<file path="src/sv/tmsa4_ram.sv">
module tmsa4_ram #(
  parameter int WIDTH = 4,
  parameter int DEPTH = 16
) (
  input  logic                     clk,
  input  logic                     we,
  input  logic [$clog2(DEPTH)-1:0] waddr,
  input  logic [WIDTH-1:0]         wdata,
  input  logic                     re,
  input  logic [$clog2(DEPTH)-1:0] raddr,
  output logic [WIDTH-1:0]         rdata
);

  logic [WIDTH-1:0] mem_r [DEPTH];

  always_ff @(posedge clk) begin
    if (we) begin
      mem_r[waddr] <= wdata;
    end
    if (re) begin
      rdata <= mem_r[raddr];
    end
  end

endmodule

</file>
<file path="config.mk">
export PLATFORM = sky130hd
export DESIGN_NAME = tmsa4_ram
export DESIGN_NICKNAME = d
export VERILOG_FILES = /design/src/sv/tmsa4_ram.sv
export SDC_FILE = /design/constraint.sdc
export NUM_CORES = 1
export LEC_CHECK = 0
export ABC_AREA = 1
export BUFFER_PORTS_ARGS = -buffer_cell sky130_fd_sc_hd__buf_4
export CORE_MARGIN = 2
export CORE_UTILIZATION = 50
export CTS_CLUSTER_SIZE = 10
export DETAILED_ROUTE_END_ITERATION = 10
export GPL_TIMING_DRIVEN = 0
export PLACE_DENSITY_LB_ADDON = 0.3
export SYNTH_ARGS = -nofsm -noshare
export SYNTH_HDL_FRONTEND = slang
export SYNTH_SLANG_ARGS = --single-unit
</file>
<file path="constraint.sdc">
create_clock -name clk -period 1.7 [get_ports clk]
set_input_delay 0.17 -clock clk [delete_from_list [all_inputs] [get_ports clk]]
set_output_delay 0.17 -clock clk [all_outputs]
set_load 0.02 [all_outputs]
</file>
==> results by group <==
GRT
  – Initial antenna violation count: 0
  – Overflow after GRT: 0
  – Vias in the first global route: 1910
  – Total track usage: 21.2%
  – First-pass GRT wire length: 9.76 mm
  – Largest net degree at the start of global routing: 17

Synth
  – Main synth FF type: edfxtp_1
  – Synth warn: 0
  – Sequential area share after synthesis: 67.9%
  – Cell Area, Synth: 3010 um2
  – Share of the synthesized area in the top cell type: 67.9%
  – Mean Syn Cell Area: 10.4 um2
  – Post-synth EDFFs: 68
  – Cell type with the largest total area after synthesis: edfxtp_1
  – Yosys cell types: 11
  – Leading post-synthesis cells by cell area: edfxtp_1, nand2_1, nand3_1
  – Asr flop ratio synth: 0%
  – Cells after synthesis: 290
  – #FFs+latches synth: 68
  – Mapped Nets: 305
  – Count leader, synth: nand2_1
  – Most common library cells after synthesis: nand2_1, edfxtp_1, inv_1, nand3_1, nor2_1

Setup path
  – Worst Path Required: 1.80 ns
  – Reg-to-reg setup timing slack: 0.61 ns
  – CP Class: register to register
  – Reg2reg start: mem_r[7][3]
  – WP buf/inv: 1
  – Reg2Reg Depth: 6
  – Crit-path max cell delay: 0.37 ns
  – Slowest CP cell: edfxtp_1
  – Crit start category: register
  – Crit. End Element: register
  – WP data arrival: 1.20 ns
  – R2R Path End: rdata[3]
  – CP top delay family: simple AND/OR/NAND/NOR gates
  – Crit path cell chain: inv_1 -> nand2_1 -> nand3_1 -> nand3_1 -> nand3_1 -> nand2_1
  – Maximum fanout count along the critical path: 1
  – Critical Path Most Common Cell: nand3_1

Status
  – Status: completed

Placed design
  – Gp weighted congestion: 0.914
  – Dpl hpwl: 4.13 mm
  – Port bufs: 15
  – DP Worst Slack: 0.366 ns

Power
  – Peak supply drop: 0.519 mV
  – PD cells: 963 nW/um2
  – Cell leakage power: 1.46 nW

Layout
  – NumNets Final: 331
  – N_diodes: 0
  – Synthesis-to-finish area growth: 11.9%
  – Fraction of layout cells with a size suffix above 1: 12.1%

Floorplanning
  – Die Width: 81.5 um
  – Die area: 6650 um2
  – Initial core utilization: 51.4%
  – Core area: 5850 um2
  – Row cnt: 28
  – # IOs: 19
  – Die Y: 81.5 um

Timing
  – Final Hold Vio Count: 0
  – Worst Slack Setup Final: 0.608 ns
  – Final setup viols: 0
  – Worst Tran Pin Value: 0.452 ns
  – Fin Setup TNS: 0 ns
  – FMAX: 0.916 GHz
  – Slew HR: 69.7%
  – Final period utilization: 64.2%
  – Max Slew Vio Count: 0
  – Worst clock skew: 0.00326 ns
  – Fin crit period: 1.09 ns
  – RSZ-0062 raised after global routing: false
  – Hold WS: 0.0571 ns

CTS
  – Clock transition at path regs: 0.07 ns
  – Hold Buf Count CTS: 0
  – Clock buffer depth: 2
  – Sink Count: 68
  – Root Driver: clkbuf_8
  – CTS tree: done
  – Post CTS Setup Buffer Count: 0
  – Num CTS Buffers: 9
  – Number of gates resized after cts: 0
  – H-tree depth: 3
  – Clock Latency Late Sink: 0.34 ns

Routing
  – DR pass1 iterations: 4
  – Final WL: 6.04 mm
  – Residual DRC: 0
  – DR iter-0 viols: 192
  – Post-DRT Antenna Nets: 0
  – Avg WL per Cell: 15.3 um
  – Vias: 1946
  – Vias per inst: 4.91

Worst hold path
  – Hold endpoint: rdata[1]
  – Hold crit path type: input port to register
  – Hold Path Depth: 1
  – Hold Path Origin: re

Run
  – Max-Cap Viols: 0
-- logic make-up (layout without fill, tap and decap cells) --
kind of cell | after synthesis | count (layout) | synth area share (%)
and+or+nand+nor | 157 | 157 | 21.9
buffers and inverters | 65 | 96 | 10.2
DFF | 68 | 68 | 67.9
-- worst max path at each step --
stage,cells after the start,endpoint,start
floorplan,8,rdata[1],raddr[0]
global placement,3,mem_r[8][1],waddr[2]
detailed placement,3,mem_r[9][1],waddr[2]
CTS,6,rdata[0],mem_r[7][0]
global route,6,rdata[3],mem_r[7][3]
finish,6,rdata[3],mem_r[7][3]
-- area by class of cell --
class	instances	area (um2)
plain buffers	11	96.3
clock buffers	13	139
clock inverters	3	13.8
fillers	482	2480
inverters	54	210
multi-input cells	157	658
flip-flops and latches	68	2040
well taps	75	93.8
repair buffers	15	113
-- worst reg2reg max path, delay by kind of cell, from the launching register on --
family                 cells  cell delay [ns]
DFF                        1             0.37
and+or+nand+nor            5             0.42
buffers and inverters      1             0.07
-- flip-flops by register name (all words and copies together), names as in the netlist --
name	count
rdata	4
mem_r	64
-- per-layer routing --
metal,vias to the layer above,track usage (%),routed length (um)
met5,-,0,0
met4,0,12.5,122
met3,10,3.96,394
met2,68,31.6,2850
met1,885,29.0,2680
li1,983,-,-
-- power breakdown --
part           switching [mW]  internal [mW]
Combinational           0.172         0.0932
Clock                   0.557          0.521
Sequential            0.00882           1.89
Total                   0.738           2.50
-- layout by cell type, fill, tap and decap left out, types with 2 or more instances in the layout --
master and count:
buf_2 2, buf_4 19, buf_6 5, clkbuf_1 4, clkbuf_8 9, clkinv_2 2
edfxtp_1 68, inv_1 52, nand2_1 89, nand3_1 49, nand3b_1 2, nor2_1 17
-- stage by stage --
stage / cell area (um2) / util (%) / std cells / power [mW]
finish: 3370 / 57.5 / 396 / 3.24
global route: 3370 / 57.5 / 396 / 3.37
CTS: 3370 / 57.5 / 396 / 3.26
detailed placement: 3210 / 54.9 / 380 / 2.20
global placement: 3210 / 54.9 / 380 / 2.19
floorplan: 3010 / - / 290 / 2.09
(Power assumes the default switching activity.)
